### config.mk
export PLATFORM = sky130hd
export DESIGN_NAME = tbpr_front
export DESIGN_NICKNAME = d
export VERILOG_FILES = /design/src/sv/tbpr_pkg.sv /design/src/sv/tbpr_front.sv
export SDC_FILE = /design/constraint.sdc
export NUM_CORES = 1
export LEC_CHECK = 0
export BUFFER_PORTS_ARGS = -buffer_cell sky130_fd_sc_hd__buf_2
export CORE_MARGIN = 2
export CORE_UTILIZATION = 25
export DETAILED_ROUTE_END_ITERATION = 8
export GPL_ROUTABILITY_DRIVEN = 0
export PLACE_DENSITY = 0.87
export SETUP_SLACK_MARGIN = 0.02
export SYNTH_ARGS = -nofsm -noshare
export SYNTH_HDL_FRONTEND = slang
export SYNTH_SLANG_ARGS = --single-unit
### constraint.sdc
create_clock -name vclk -period 1.9
set_input_delay 0.38 -clock vclk [all_inputs]
set_output_delay 0.38 -clock vclk [all_outputs]
set_load 0.01 [all_outputs]
### src/sv/tbpr_pkg.sv
// shared types and constants of the tiled background pixel renderer
package tbpr_pkg;

    // field widths of one input item and one result item
    localparam int unsigned REQ_W    = 2;
    localparam int unsigned ADDR_W   = 15;
    localparam int unsigned WDATA_W  = 16;
    localparam int unsigned COORD_W  = 8;
    localparam int unsigned S_DATA_W = 48;
    localparam int unsigned RGBA_W   = 32;

    // configuration register fields
    localparam int unsigned MAP_BYTES_W  = 12;
    localparam int unsigned TILE_BYTES_W = 16;
    localparam int unsigned CFG_IDX_W    = 1;
    localparam int unsigned CFG_DATA_W   = 16;

    // palette geometry
    localparam int unsigned PAL_AW    = 8;
    localparam int unsigned PAL_DEPTH = 256;
    localparam int unsigned COLOR_W   = 15;

    // depth of the queue between front and back
    localparam int unsigned QUEUE_DEPTH = 2;

    // request codes on the input tuser
    localparam logic [REQ_W-1:0] REQ_MAP_WR  = 2'd0;
    localparam logic [REQ_W-1:0] REQ_TILE_WR = 2'd1;
    localparam logic [REQ_W-1:0] REQ_PAL_WR  = 2'd2;
    localparam logic [REQ_W-1:0] REQ_RENDER  = 2'd3;

    // configuration register indexes
    localparam logic [CFG_IDX_W-1:0] CFG_MAP_BYTES  = 1'd0;
    localparam logic [CFG_IDX_W-1:0] CFG_TILE_BYTES = 1'd1;

    // map entry layout
    localparam int unsigned TILE_NUM_W = 10;
    localparam int unsigned HFLIP_BIT  = 10;
    localparam int unsigned VFLIP_BIT  = 11;

    // work kinds after classification
    typedef enum logic [2:0] {
        KIND_NOP     = 3'd0,
        KIND_MAP_WR  = 3'd1,
        KIND_TILE_WR = 3'd2,
        KIND_PAL_WR  = 3'd3,
        KIND_RENDER  = 3'd4
    } kind_t;

    // one classified item in the queue
    typedef struct packed {
        kind_t               kind;
        logic [ADDR_W-1:0]   addr;
        logic [WDATA_W-1:0]  data;
        logic [COORD_W-1:0]  x;
        logic [COORD_W-1:0]  y;
    } item_t;

    // configuration seen by the back end
    typedef struct packed {
        logic [MAP_BYTES_W-1:0]  map_bytes;
        logic [TILE_BYTES_W-1:0] tile_bytes;
    } cfg_t;

endpackage

### src/sv/tbpr_front.sv
// front end: unpacks input transfers and classifies them into work kinds
module tbpr_front #(
    parameter int unsigned MAP_ENTRIES      = 1024,
    parameter int unsigned TILE_STORE_BYTES = 32768
) (
    input  logic                          s_tvalid,
    output logic                          s_tready,
    input  logic [tbpr_pkg::S_DATA_W-1:0] s_tdata,
    input  logic [tbpr_pkg::REQ_W-1:0]    s_tuser,
    output logic                          q_push,
    input  logic                          q_space,
    output tbpr_pkg::item_t               q_item
);

    localparam logic [tbpr_pkg::ADDR_W:0] MAP_LIMIT  = (tbpr_pkg::ADDR_W+1)'(MAP_ENTRIES);
    localparam logic [tbpr_pkg::ADDR_W:0] TILE_LIMIT =
        (tbpr_pkg::ADDR_W+1)'(TILE_STORE_BYTES);

    logic [tbpr_pkg::ADDR_W-1:0] addr;

    assign addr = s_tdata[14:0];

    // handshake follows queue space
    assign s_tready = q_space;
    assign q_push   = s_tvalid && q_space;

    always_comb begin
        // field unpacking
        q_item.addr = addr;
        q_item.data = s_tdata[30:15];
        q_item.x    = s_tdata[38:31];
        q_item.y    = s_tdata[46:39];

        // classify, dropping writes that fall outside their store
        q_item.kind = tbpr_pkg::KIND_NOP;
        case (s_tuser)
            tbpr_pkg::REQ_MAP_WR: begin
                if ({1'b0, addr} < MAP_LIMIT) q_item.kind = tbpr_pkg::KIND_MAP_WR;
            end
            tbpr_pkg::REQ_TILE_WR: begin
                if ({1'b0, addr} < TILE_LIMIT) q_item.kind = tbpr_pkg::KIND_TILE_WR;
            end
            tbpr_pkg::REQ_PAL_WR: begin
                if (addr[tbpr_pkg::ADDR_W-1:tbpr_pkg::PAL_AW] == '0)
                    q_item.kind = tbpr_pkg::KIND_PAL_WR;
            end
            tbpr_pkg::REQ_RENDER: begin
                q_item.kind = tbpr_pkg::KIND_RENDER;
            end
            default: begin
                q_item.kind = tbpr_pkg::KIND_NOP;
            end
        endcase
    end

endmodule

==> metrics.csv, run 1 <==
metric,value,unit
outcome,"finished, final reports clean",
first-pass GRT wire length,710,µm
worst hold margin,0.760,ns
clkbuf count,0,
post-layout net count,86,
crit path from,s_tdata[12],
"Avg Cell Area, Syn",7.38,µm²
Via Count,190,
Die X,45.0,µm
RSZ-0062 raised after global routing,no,
Worst VDD drop,0.0580,mV
relative slew slack,83.3,%
Setup CP Type,in -> out,
Synth top area share,85.7,%
First-pass DRT Iterations,4,
Top delay family on crit path,simple AND/OR/NAND/NOR gates,
Total GRT Usage,4.34,%
layout sequential cell count,0,
Setup WS post-layout,0.410,ns
Die Ht,45.0,µm
largest net degree at the start of global routing,5,
Port Buf Inserts,23,
max-cap violations,0,
share of post-route cells with drive strength above 1,75.0,%
CP cell instances,buf_2 > nor4_2 > a41o_1 > buf_2,
initial DRC count,3,
startpoint types,input port,
initial cell density of the core,27.3,%
Pwr per Cell Area,200,mW/mm²
Crit path largest cell delay,0.30,ns
Achievable Freq,671,MHz
final period utilization,78.4,%
fin. max-slew vios,0,
pre-CTS setup slack,0.405,ns
leading area contributor after synthesis,buf_4,
syn_nets,109,
antenna violations before repair,0,
ant diodes,0,
post-CTS sizing,0,
total power draw,0.0391,mW
hold path startpoint,s_tdata[39],
Worst setup EP type,output port,
Finish-stage setup viols,0,
DRC viols,0,
Die Area,0.00203,mm²
setup_tns,0,ns
core region area,0.00154,mm²
row cnt,14,
Mapped Cells,57,
Synth cell types,8,
"most used cell, CP",buf_2,
GRT Residual Overflow,0,
Total Routed Length,557,µm
synth warn,0,
register area,0,µm²
number of global-route vias before repair,178,
Hold Path Class,in -> out,
leakage,0.123,nW
vias per cell,3.96,
CP Buf/Inv Count,2,
I/O pin count,104,
Worst EP required,1.52,ns
Antenna Nets Post-Route,0,
Worst-Margin Slew,0.248,ns
fillers,182,
"critical path fanouts, max",2,
CP max stage cell,nor4_2,
Avg WL per Cell,11.6,µm
top post-synthesis cells by area,"buf_4 (86%), and2_1 (3.0%), nor4_2 (3.0%)",
area delta synth->final,-53.6,%
CTS Hold Bufs,0,
Worst EP arrival,1.11,ns
Mapped Area,420,µm²
# Post-CTS Setup Buffers,0,
Tmin final,1.49,ns
Final Hold Viols,0,
post-synthesis sequential area ratio,0,%
cell usage in the layout (no fill, tap or decap):
cell / instances
buf_2: 23
nor2_1: 2
and2_1: 2
nor4_2: 1
nor2b_1: 1
a41o_1: 1
o21ai_0: 1
and3_1: 1
cell usage after synthesis:
cell type,instances
a41o_1,1
nor4_2,1
buf_4,48
o21ai_0,1
and2_1,2
nor2_1,2
nor2b_1,1
and3_1,1
logic make-up (layout without fill, tap and decap cells):
| logic type | Yosys count | in the layout | synth area share (%) |
|---|---|---|---|
| buffers and inverters | 48 | 23 | 85.7 |
| AND/OR/NAND/NOR | 7 | 7 | 10.7 |
| AO/OA/AOI/OAI | 2 | 2 | 3.57 |
per-layer routing:
metal / track usage, % / vias up / share of wire [%] / routed length [µm]
li1: - / 80 / - / -
met1: 2.41 / 75 / 22 / 124
met2: 6.57 / 27 / 46 / 259
met3: 5.60 / 8 / 28 / 156
met4: 3.53 / 0 / 2.9 / 16
met5: 0 / - / 0 / 0
area by class of cell:
class	count	area (µm²)	share of cell area (%)
Timing Repair Buffer	23	115	59.0
Multi-Input combinational cell	9	60.1	30.8
Tap cell	16	20.0	10.3
per-stage QoR:
| step | utilization [%] | cells | instance area (µm²) |
|---|---|---|---|
| 2_1_floorplan | - | 57 | 420 |
| 3_3_place_gp | 12.7 | 48 | 195 |
| 3_5_place_dp | 12.7 | 48 | 195 |
| 4_1_cts | 12.7 | 48 | 195 |
| 5_1_grt | 12.7 | 48 | 195 |
| 6_report | 12.7 | 48 | 195 |
report_power, final:
part	total [mW]	internal (mW)	switching (mW)	leakage (nW)
sequential	0	0	0	0
clock	0	0	0	0
combinational	0.0391	0.0198	0.0192	0.123
final timing paths:
path / to / slack (ns) / depth (start not counted)
setup / recovery: q_item[48] / 0.41 / 4
hold / removal: q_item[0] / 0.76 / 0
(Power assumes the default switching activity.)
==> inputs of run 2 (changes only) <==
--- a/config.mk
+++ b/config.mk
@@ -7,10 +7,10 @@
 export LEC_CHECK = 0
 export BUFFER_PORTS_ARGS = -buffer_cell sky130_fd_sc_hd__buf_2
 export CORE_MARGIN = 2
-export CORE_UTILIZATION = 25
+export CORE_UTILIZATION = 23
 export DETAILED_ROUTE_END_ITERATION = 8
 export GPL_ROUTABILITY_DRIVEN = 0
-export PLACE_DENSITY = 0.87
+export PLACE_DENSITY = 0.81
 export SETUP_SLACK_MARGIN = 0.02
 export SYNTH_ARGS = -nofsm -noshare
 export SYNTH_HDL_FRONTEND = slang
==> constraint.sdc (replaced) <==
create_clock -name vclk -period 1.6
set_input_delay 0.32 -clock vclk [all_inputs]
set_output_delay 0.32 -clock vclk [all_outputs]
set_load 0.01 [all_outputs]
==> metrics.csv, run 2 (synthesized netlist as in run 1, its figures left out) <==
metric,value,unit
CP endpoint,q_item[48],
setup_tns,0,ns
Setup CP Type,in -> out,
antenna violations before repair,0,
Tmin final,1.38,ns
Avg WL per Cell,12.2,µm
fin. max-slew vios,0,
Total GRT Usage,4.78,%
startpoint types,input port,
ant diodes,0,
layout sequential cell count,0,
Port Buf Inserts,23,
area occupied by multi-input gates,60.1,µm²
area delta synth->final,-50.9,%
"commonest non-fill, non-tap cell in the layout",buf_2,
max-cap violations,0,
placed instance count,57,
Worst setup EP type,output port,
total power draw,0.0474,mW
Antenna Nets Post-Route,0,
Worst EP required,1.28,ns
fillers,220,
initial DRC count,0,
Via Count,207,
leakage,0.123,nW
Final Hold Viols,0,
clkbuf count,0,
RSZ-0062 raised after global routing,no,
outcome,"finished, final reports clean",
Placed Area,206,µm²
share of post-route cells with drive strength above 1,75.0,%
first-pass GRT wire length,745,µm
Setup WS post-layout,0.224,ns
initial cell density of the core,24.3,%
relative slew slack,84.4,%
vias per cell,3.63,
row cnt,15,
First-pass DRT Iterations,1,
final period utilization,86.0,%
post-layout util,12.0,%
Worst VDD drop,0.0323,mV
Die Ht,46.8,µm
CTS Hold Bufs,0,
DRC viols,0,
Total Routed Length,694,µm
Achievable Freq,727,MHz
Die Area,0.00219,mm²
"commonest cells after routing, fill and taps aside","buf_2 (23), nor2_1 (2), and2_1 (2)",
Worst-Margin Slew,0.233,ns
Die X,46.8,µm
Post-Layout Inst Area,206,µm²
register area,0,µm²
number of global-route vias before repair,154,
I/O pin count,104,
Hold Path Class,in -> out,
Pwr per Cell Area,230,mW/mm²
largest net degree at the start of global routing,5,
post-layout net count,86,
hold path cells,0,
"critical path fanouts, max",2,
post-CTS sizing,0,
Worst EP arrival,1.06,ns
# Post-CTS Setup Buffers,0,
crit path from,s_tdata[12],
GRT Residual Overflow,0,
fin cells,57,
core region area,0.00173,mm²
Finish-stage setup viols,0,
worst hold margin,0.640,ns
pre-CTS setup slack,0.217,ns
[run 2: cell type report]
class,count,share of cell area [%]
tap,25,15.2
multi-input combinational,9,29.1
timing repair buffer,23,55.8
[run 2: metal layers]
| metal | GRT usage, % | vias up | wire length, µm |
|---|---|---|---|
| met5 | 0 | - | 0 |
| met4 | 1.11 | 0 | 9 |
| met3 | 2.69 | 4 | 153 |
| met2 | 10.0 | 33 | 312 |
| met1 | 3.68 | 90 | 218 |
| li1 | - | 80 | - |
[run 2: worst min path at each step]
| stage | startpoint | endpoint | slack (ns) |
|---|---|---|---|
| final | s_tdata[34] | q_item[11] | 0.64 |
| after global routing | s_tdata[0] | q_item[32] | 0.64 |
| after CTS | s_tdata[16] | q_item[17] | 0.64 |
| after detailed placement | s_tdata[16] | q_item[17] | 0.64 |
| after global placement | s_tdata[16] | q_item[17] | 0.64 |
| after floorplan | s_tdata[39] | q_item[0] | 0.73 |
[run 2: worst max-delay path, cell delays in order]
cell and delay [ns]:
buf_2 0.11, nor4_2 0.29, a41o_1 0.20, buf_2 0.13
[run 2: power by group]
group | total [mW] | internal, mW | switching (mW) | leakage, nW
clock | 0 | 0 | 0 | 0
combinational | 0.0474 | 0.0236 | 0.0239 | 0.123
sequential | 0 | 0 | 0 | 0
total | 0.0474 | 0.0236 | 0.0239 | 0.123
