File: src/sv/tbpr_pkg.sv
// shared types and constants of the tiled background pixel renderer
package tbpr_pkg;

    // field widths of one input item and one result item
    localparam int unsigned REQ_W    = 2;
    localparam int unsigned ADDR_W   = 15;
    localparam int unsigned WDATA_W  = 16;
    localparam int unsigned COORD_W  = 8;
    localparam int unsigned S_DATA_W = 48;
    localparam int unsigned RGBA_W   = 32;

    // configuration register fields
    localparam int unsigned MAP_BYTES_W  = 12;
    localparam int unsigned TILE_BYTES_W = 16;
    localparam int unsigned CFG_IDX_W    = 1;
    localparam int unsigned CFG_DATA_W   = 16;

    // palette geometry
    localparam int unsigned PAL_AW    = 8;
    localparam int unsigned PAL_DEPTH = 256;
    localparam int unsigned COLOR_W   = 15;

    // depth of the queue between front and back
    localparam int unsigned QUEUE_DEPTH = 2;

    // request codes on the input tuser
    localparam logic [REQ_W-1:0] REQ_MAP_WR  = 2'd0;
    localparam logic [REQ_W-1:0] REQ_TILE_WR = 2'd1;
    localparam logic [REQ_W-1:0] REQ_PAL_WR  = 2'd2;
    localparam logic [REQ_W-1:0] REQ_RENDER  = 2'd3;

    // configuration register indexes
    localparam logic [CFG_IDX_W-1:0] CFG_MAP_BYTES  = 1'd0;
    localparam logic [CFG_IDX_W-1:0] CFG_TILE_BYTES = 1'd1;

    // map entry layout
    localparam int unsigned TILE_NUM_W = 10;
    localparam int unsigned HFLIP_BIT  = 10;
    localparam int unsigned VFLIP_BIT  = 11;

    // work kinds after classification
    typedef enum logic [2:0] {
        KIND_NOP     = 3'd0,
        KIND_MAP_WR  = 3'd1,
        KIND_TILE_WR = 3'd2,
        KIND_PAL_WR  = 3'd3,
        KIND_RENDER  = 3'd4
    } kind_t;

    // one classified item in the queue
    typedef struct packed {
        kind_t               kind;
        logic [ADDR_W-1:0]   addr;
        logic [WDATA_W-1:0]  data;
        logic [COORD_W-1:0]  x;
        logic [COORD_W-1:0]  y;
    } item_t;

    // configuration seen by the back end
    typedef struct packed {
        logic [MAP_BYTES_W-1:0]  map_bytes;
        logic [TILE_BYTES_W-1:0] tile_bytes;
    } cfg_t;

endpackage

File: src/sv/tbpr_queue.sv
// short queue of classified items between front and back
module tbpr_queue (
    input  logic            aclk,
    input  logic            aresetn,
    input  logic            push,
    input  tbpr_pkg::item_t push_item,
    output logic            space,
    output logic            avail,
    input  logic            pop,
    output tbpr_pkg::item_t pop_item
);

    localparam int unsigned QAW = $clog2(tbpr_pkg::QUEUE_DEPTH);
    localparam logic [QAW-1:0] LAST_SLOT = QAW'(tbpr_pkg::QUEUE_DEPTH - 1);
    localparam logic [QAW:0]   FULL      = (QAW+1)'(tbpr_pkg::QUEUE_DEPTH);

    tbpr_pkg::item_t slot_reg [tbpr_pkg::QUEUE_DEPTH];
    logic [QAW-1:0]  wr_ptr_reg, wr_ptr_next;
    logic [QAW-1:0]  rd_ptr_reg, rd_ptr_next;
    logic [QAW:0]    count_reg, count_next;
    logic            do_push, do_pop;

    assign space    = (count_reg != FULL);
    assign avail    = (count_reg != '0);
    assign do_push  = push && space;
    assign do_pop   = pop && avail;
    assign pop_item = slot_reg[rd_ptr_reg];

    // pointer and fill bookkeeping
    always_comb begin
        wr_ptr_next = wr_ptr_reg;
        rd_ptr_next = rd_ptr_reg;
        count_next  = count_reg;
        if (do_push) begin
            wr_ptr_next = (wr_ptr_reg == LAST_SLOT) ? '0 : wr_ptr_reg + 1'b1;
        end
        if (do_pop) begin
            rd_ptr_next = (rd_ptr_reg == LAST_SLOT) ? '0 : rd_ptr_reg + 1'b1;
        end
        if (do_push && !do_pop) begin
            count_next = count_reg + 1'b1;
        end else if (do_pop && !do_push) begin
            count_next = count_reg - 1'b1;
        end
    end

    always_ff @(posedge aclk) begin
        if (!aresetn) begin
            wr_ptr_reg <= '0;
            rd_ptr_reg <= '0;
            count_reg  <= '0;
        end else begin
            wr_ptr_reg <= wr_ptr_next;
            rd_ptr_reg <= rd_ptr_next;
            count_reg  <= count_next;
        end
    end

    // slot storage
    always_ff @(posedge aclk) begin
        if (do_push) begin
            slot_reg[wr_ptr_reg] <= push_item;
        end
    end

endmodule

File: config.mk
export PLATFORM = sky130hd
export DESIGN_NAME = tbpr_queue
export DESIGN_NICKNAME = d
export VERILOG_FILES = /design/src/sv/tbpr_pkg.sv /design/src/sv/tbpr_queue.sv
export SDC_FILE = /design/constraint.sdc
export NUM_CORES = 1
export LEC_CHECK = 0
export BUFFER_PORTS_ARGS = -buffer_cell sky130_fd_sc_hd__buf_2
export CAP_MARGIN = 20
export CORE_ASPECT_RATIO = 0.7
export CORE_UTILIZATION = 46
export DETAILED_ROUTE_END_ITERATION = 8
export PLACE_DENSITY = 0.77
export SLEW_MARGIN = 25
export SYNTH_ARGS = -nofsm -noshare
export SYNTH_HDL_FRONTEND = slang
export SYNTH_SLANG_ARGS = --single-unit
File: constraint.sdc
create_clock -name aclk -period 2.35 [get_ports aclk]
set_input_delay 0.3525 -clock aclk [delete_from_list [all_inputs] [get_ports aclk]]
set_output_delay 0.3525 -clock aclk [all_outputs]
set_load 0.005 [all_outputs]
==> results of run 1 <==
==> routing by layer <==
metal / wire [um] / GRT usage [%] / up-vias
met4: 99 / 6.49 / 0
met5: 0 / 0 / -
met2: 2970 / 24.3 / 76
met1: 2790 / 18.8 / 926
li1: - / - / 931
met3: 528 / 6.33 / 9
==> cell families (layout without fill, tap and decap cells) <==
logic type / count (synthesis) / after routing / synth area share, %
and+or+nand+nor: 9 / 9 / 1.70
buffers and inverters: 7 / 127 / 0.847
adders and majority gates: 1 / 1 / 0.326
DFF: 105 / 105 / 80.9
muxes: 50 / 50 / 14.7
xor gates and xnor gates: 3 / 3 / 0.685
AOI/OAI and AO/OA: 5 / 5 / 0.913
==> power by group through the flow <==
stage,Clock [mW],Combinational [mW],Sequential [mW]
after floorplan,0,0.689,2.44
after global placement,0,1.14,2.44
after detailed placement,0,1.16,2.45
after CTS,1.39,1.17,2.41
after global routing,1.45,1.24,2.43
final,1.35,1.14,2.41
==> cell usage after synthesis (2+ instances only) <==
master / number
sky130_fd_sc_hd__xnor2_1: 2
sky130_fd_sc_hd__mux2_2: 46
sky130_fd_sc_hd__edfxtp_1: 100
sky130_fd_sc_hd__dfxtp_1: 5
sky130_fd_sc_hd__buf_2: 5
sky130_fd_sc_hd__and2_1: 4
sky130_fd_sc_hd__mux2_1: 4
==> stage by stage <==
step | setup slack (ns) | hold slack, ns
detailed placement | 0.741 | 0.544
global route | 0.359 | 0.186
floorplan | 0.139 | 0.451
global placement | 0.781 | 0.535
finish | 0.443 | 0.197
CTS | 0.406 | 0.181
==> worst max-delay path, delay by kind of cell, from the launching register on <==
family   cells  cell delay (ns)
buf+inv      2             0.48
mux          1             0.40
flops        1             0.32
==> worst paths after layout <==
path                 start               to
max               register      pop_item[6]
min          push_item[31]  slot_reg[1][31]
max reg2reg   count_reg[0]  slot_reg[1][13]
min reg2reg   count_reg[1]     count_reg[1]
==> final cells by class <==
cell class,instances,share of cell area [%]
Clock inverter,6,0.915
Timing Repair Buffer,110,12.0
Sequential cell,105,64.9
Inverter,1,0.0784
Clock buffer,10,4.78
Tap cell,101,2.64
Multi-Input combinational cell,68,14.7
==> results.json, run 1 <==
{
  "status": "finished, violations left",
  "violations": "DRC",
  "largest_register_ffs": 100,
  "largest_area_contributor_in_the_synthesized_netlist": "sky130_fd_sc_hd__edfxtp_1",
  "final_util_pct": 60.0,
  "rsz0062_at_grt": "no",
  "synth_enable_flop_cells": 100,
  "netlist_top_cells_area": "sky130_fd_sc_hd__edfxtp_1, sky130_fd_sc_hd__mux2_2, sky130_fd_sc_hd__dfxtp_1",
  "synth_cells": 180,
  "die_footprint_um2": 8720,
  "multiInputGateArea_um2": 703,
  "initial_core_util_pct": 48.1,
  "drt-wirelength-per-cell_um": 15.9,
  "first_global_vias": 1993,
  "ioPinCount": 106,
  "worst_setup_path_end_kind": "output pin",
  "net-switching-power_mw": 1.24,
  "syn_to_final_growth_pct": 24.7,
  "number_of_vias_per_cell_after_detailed_routing": 4.84,
  "power_frac_seq_pct": 49.2,
  "ys_seq_area_share_pct": 80.9,
  "layout_commonest_cell": "sky130_fd_sc_hd__buf_2",
  "timing.critical_path.cells": "buf_4, mux2_2, buf_2",
  "p_leak_nw": 1.79,
  "timing.reg2reg.worst_path_depth": 3,
  "layout.nets": 350,
  "post_cts.repair.setup_buffers": 0,
  "insertedDiodeCount": 0,
  "postSynth.asyncResetShare_pct": 0,
  "commonest_cells_after_routing_fill_and_taps_aside": "sky130_fd_sc_hd__buf_2, sky130_fd_sc_hd__edfxtp_1, sky130_fd_sc_hd__mux2_2, sky130_fd_sc_hd__clkbuf_16",
  "switching_share_pct": 25.3,
  "tritoncts_num_sinks": 105,
  "critical_path.max_stage_delay_ns": 0.40,
  "remaining_drc_errors": 12,
  "core_area_um2": 7970,
  "cts_tree": "done",
  "critPathMaxFanout": 30,
  "internal_power_mw": 3.66,
  "whs_path_depth": 1,
  "netlist.area_leader.share_pct": 78.3,
  "max_freq_mhz": 525,
  "detail_route.iter0.violations": 91,
  "cts_inserted_buffers": 9,
  "clock_tree.htree_level_count": 3,
  "share_clk_of_total_power_pct": 27.5,
  "totalWireLength_um": 6390,
  "antenna_violations_before_repair": 0,
  "clk_path_buf_depth": 2,
  "finalWeightedCongestion": 0.670,
  "cts.reportedPaths.clkPinSlew_ns": 0.07,
  "post_cts_resized": 0,
  "gr-usage-all-layers_pct": 15.4,
  "setup-tns-final_ns": 0,
  "yosys_register_bits": 105,
  "hold_path.class": "in2reg",
  "drv.max_cap_violation_count": 0,
  "detailedPlacementHpwl_um": 4210,
  "fp-row-count": 27,
  "drive_above_1_share_pct": 58.7,
  "detailedRoute.firstPassIterationCount": 6,
  "worstSkewPairLatency_ns": 0.34,
  "cellPowerDensity_nw_per_um2": 1020,
  "reg2reg_slack_ns": 0.75,
  "cts_hold_repair.buffers": 0,
  "worst_slew_pin_slew_ns": 0.447,
  "post-route-cell-area_um2": 4790,
  "yosysUniqueCellTypes": 21,
  "finalNonFillerCells": 401,
  "irDropWorstVdd_v": 0.000782,
  "layout.area.seq_um2": 3100,
  "criticalPathCategory": "reg2out",
  "syn_nets": 235,
  "fill_cells": 600,
  "critical_path.startpoint_type": "register",
  "grt_overflow_total": 0,
  "synth-warning-count": 0,
  "max_slew_margin_pct": 70.2,
  "port_buffers": 105,
  "drv_slew": 0,
  "vertical_die_dimension_um": 78.4,
  "cp_data_required_time_ns": 2.00,
  "timing.final.setup_violations": 0,
  "final.setup_skew_ns": 0.00793,
  "dr_total_vias": 1942,
  "average_instance_area_after_synthesis_um2": 21.3,
  "grt_max_degree": 40,
  "clk_root_buffer_cell": "sky130_fd_sc_hd__clkbuf_16",
  "finalHoldViolCount": 0,
  "ant_nets": 0,
  "grt_first_pass_wirelength_um": 9810,
  "critical_path.slowest_cell": "sky130_fd_sc_hd__mux2_2",
  "total_power_mw": 4.89,
  "netlist_area_um2": 3840,
  "fp.dieW_um": 111,
  "placed_cells_incl_taps": 385,
  "arrival_ns": 1.55,
  "layout_worst_path_cycle_share_pct": 81.1,
  "share_comb_of_total_power_pct": 23.2,
  "place_area_um2": 4510,
  "fin_crit_ns": 1.91,
  "synth_flop_cell": "sky130_fd_sc_hd__edfxtp_1"
}
Power figures use the tool's default switching activity.
==> run 2, diff against run 1 <==
--- a/config.mk
+++ b/config.mk
@@ -8,9 +8,9 @@
 export BUFFER_PORTS_ARGS = -buffer_cell sky130_fd_sc_hd__buf_2
 export CAP_MARGIN = 20
 export CORE_ASPECT_RATIO = 0.7
-export CORE_UTILIZATION = 46
+export CORE_UTILIZATION = 49
 export DETAILED_ROUTE_END_ITERATION = 8
-export PLACE_DENSITY = 0.77
+export PLACE_DENSITY = 0.79
 export SLEW_MARGIN = 25
 export SYNTH_ARGS = -nofsm -noshare
 export SYNTH_HDL_FRONTEND = slang
==> constraint.sdc (replaced) <==
create_clock -name aclk -period 1.8 [get_ports aclk]
set_input_delay 0.27 -clock aclk [delete_from_list [all_inputs] [get_ports aclk]]
set_output_delay 0.27 -clock aclk [all_outputs]
set_load 0.005 [all_outputs]
==> results.json, run 2 (synthesis results as in run 1) <==
{
  "power_frac_seq_pct": 51.4,
  "initial_core_util_pct": 51.5,
  "timing.final.setup_violations": 0,
  "status": "completed",
  "critPathMaxFanout": 24,
  "clk_path_buf_depth": 2,
  "antenna_violations_before_repair": 0,
  "syn_to_final_growth_pct": 23.5,
  "cts_hold_repair.buffers": 0,
  "worst_setup_path_end_kind": "output pin",
  "clock_tree.htree_level_count": 3,
  "layout.nets": 349,
  "fin_crit_ns": 1.73,
  "totalWireLength_um": 6150,
  "cts.reportedPaths.clkPinSlew_ns": 0.10,
  "max_freq_mhz": 579,
  "drive_above_1_share_pct": 58.9,
  "detailedRoute.firstPassIterationCount": 4,
  "port_buffers": 105,
  "fill_cells": 554,
  "finalHoldViolCount": 0,
  "ioPinCount": 106,
  "grt_first_pass_wirelength_um": 9330,
  "rsz0062_at_grt": "no",
  "timing.hold.worst.start": "push_item[32]",
  "clk_root_buffer_cell": "sky130_fd_sc_hd__clkbuf_8",
  "insertedDiodeCount": 0,
  "drv_slew": 0,
  "switching_share_pct": 26.1,
  "final.setup_skew_ns": 0.00544,
  "fp.dieW_um": 108,
  "hold_path.class": "in2reg",
  "core_area_um2": 7450,
  "grt_overflow_total": 0,
  "net-switching-power_mw": 1.60,
  "cts_tree": "done",
  "layout_worst_path_cycle_share_pct": 96.0,
  "cp_data_required_time_ns": 1.53,
  "largest_register_ffs": 100,
  "detail_route.iter0.violations": 42,
  "share_comb_of_total_power_pct": 24.8,
  "cellPowerDensity_nw_per_um2": 1290,
  "drt-wirelength-per-cell_um": 15.5,
  "remaining_drc_errors": 0,
  "number_of_vias_per_cell_after_detailed_routing": 4.95,
  "final_util_pct": 63.6,
  "internal_power_mw": 4.53,
  "setup-tns-final_ns": 0,
  "vertical_die_dimension_um": 76.0,
  "worst_slew_pin_slew_ns": 0.291,
  "layout.area.seq_um2": 3100,
  "worstSkewPairLatency_ns": 0.36,
  "first_global_vias": 1923,
  "layout_commonest_cell": "sky130_fd_sc_hd__buf_2",
  "critical_path.reg2reg.startpoint": "count_reg[0]",
  "criticalPathCategory": "reg2out",
  "die_footprint_um2": 8190,
  "grt_max_degree": 51,
  "irDropWorstVdd_v": 0.000698,
  "fp-row-count": 26,
  "multiInputGateArea_um2": 703,
  "ant_nets": 0,
  "critical_path.startpoint_type": "register",
  "drv.max_cap_violation_count": 0,
  "finalWeightedCongestion": 0.663,
  "cts_inserted_buffers": 9,
  "tritoncts_num_sinks": 105,
  "detailedPlacementHpwl_um": 3930,
  "share_clk_of_total_power_pct": 23.8,
  "arrival_ns": 1.46,
  "max_slew_margin_pct": 80.6,
  "post_cts.repair.setup_buffers": 0,
  "total_power_mw": 6.13,
  "dr_total_vias": 1964,
  "gr-usage-all-layers_pct": 15.6,
  "commonest_cells_after_routing_fill_and_taps_aside": "sky130_fd_sc_hd__buf_2, sky130_fd_sc_hd__edfxtp_1, sky130_fd_sc_hd__mux2_2, sky130_fd_sc_hd__clkbuf_8",
  "p_leak_nw": 1.76
}
## run 2: changes by cell type in the layout (fill, tap and decap cells not counted), sizes merged
cell / previous run / this run
clkinvlp: 2 / 1
buf: 110 / 109
clkinv: 3 / 2
clkbuf: 10 / 9
bufinv: 0 / 1
inv: 2 / 4
## run 2: cell type report
class | instances | share of cell area [%]
Tap cell | 98 | 2.59
Sequential cell | 105 | 65.5
Timing Repair Buffer | 109 | 12.7
Multi-Input combinational cell | 68 | 14.8
Clock buffer | 9 | 2.61
Clock inverter | 7 | 1.61
Inverter | 1 | 0.158
## run 2: power groups by stage
stage                     Clock [mW]  Sequential [mW]  Combinational [mW]
final                           1.46             3.15                1.52
after global routing            1.60             3.18                1.67
after global placement             0             3.18                1.51
after CTS                       1.51             3.15                1.55
after detailed placement           0             3.21                1.53
after floorplan                    0             3.17               0.905
## run 2: per-stage QoR
step	setup slack, ns	instance area, um2	instances	hold WS [ns]
after floorplan	0.0544	3840	180	0.369
after global placement	0.293	4530	381	0.457
after detailed placement	0.220	4530	381	0.461
after CTS	0.00335	4730	397	0.0629
after global routing	0.00268	4740	397	0.0544
final	0.0714	4740	397	0.0839
## run 2: timing repair
item / in CTS / in global routing
cloned: 0 / 0
setup endpoints to repair: 24 / 21
resized for setup: 1 / 1
## run 2: metal layers
| metal | vias up | routed length (um) | share of wire (%) | global-route usage (%) |
|---|---|---|---|---|
| met5 | - | 0 | 0 | 0 |
| met1 | 942 | 2660 | 43 | 19.9 |
| li1 | 932 | - | - | - |
| met4 | 0 | 87 | 1.4 | 5.75 |
| met2 | 78 | 2840 | 46 | 23.3 |
| met3 | 12 | 559 | 9.1 | 7.27 |
## run 2: worst max-delay path: stages, from the launching register on
cell                      delay [ns]
sky130_fd_sc_hd__dfxtp_2        0.38
sky130_fd_sc_hd__buf_8          0.22
sky130_fd_sc_hd__mux2_2         0.37
sky130_fd_sc_hd__buf_2          0.13
## run 2: worst paths after layout
check | depth (start not counted) | slack, ns | endpoint
setup / recovery | 3 | 0.07 | pop_item[20]
hold / removal | 1 | 0.08 | slot_reg[0][32]
setup reg to reg | 5 | 0.22 | count_reg[1]
hold reg to reg | 2 | 0.56 | count_reg[1]
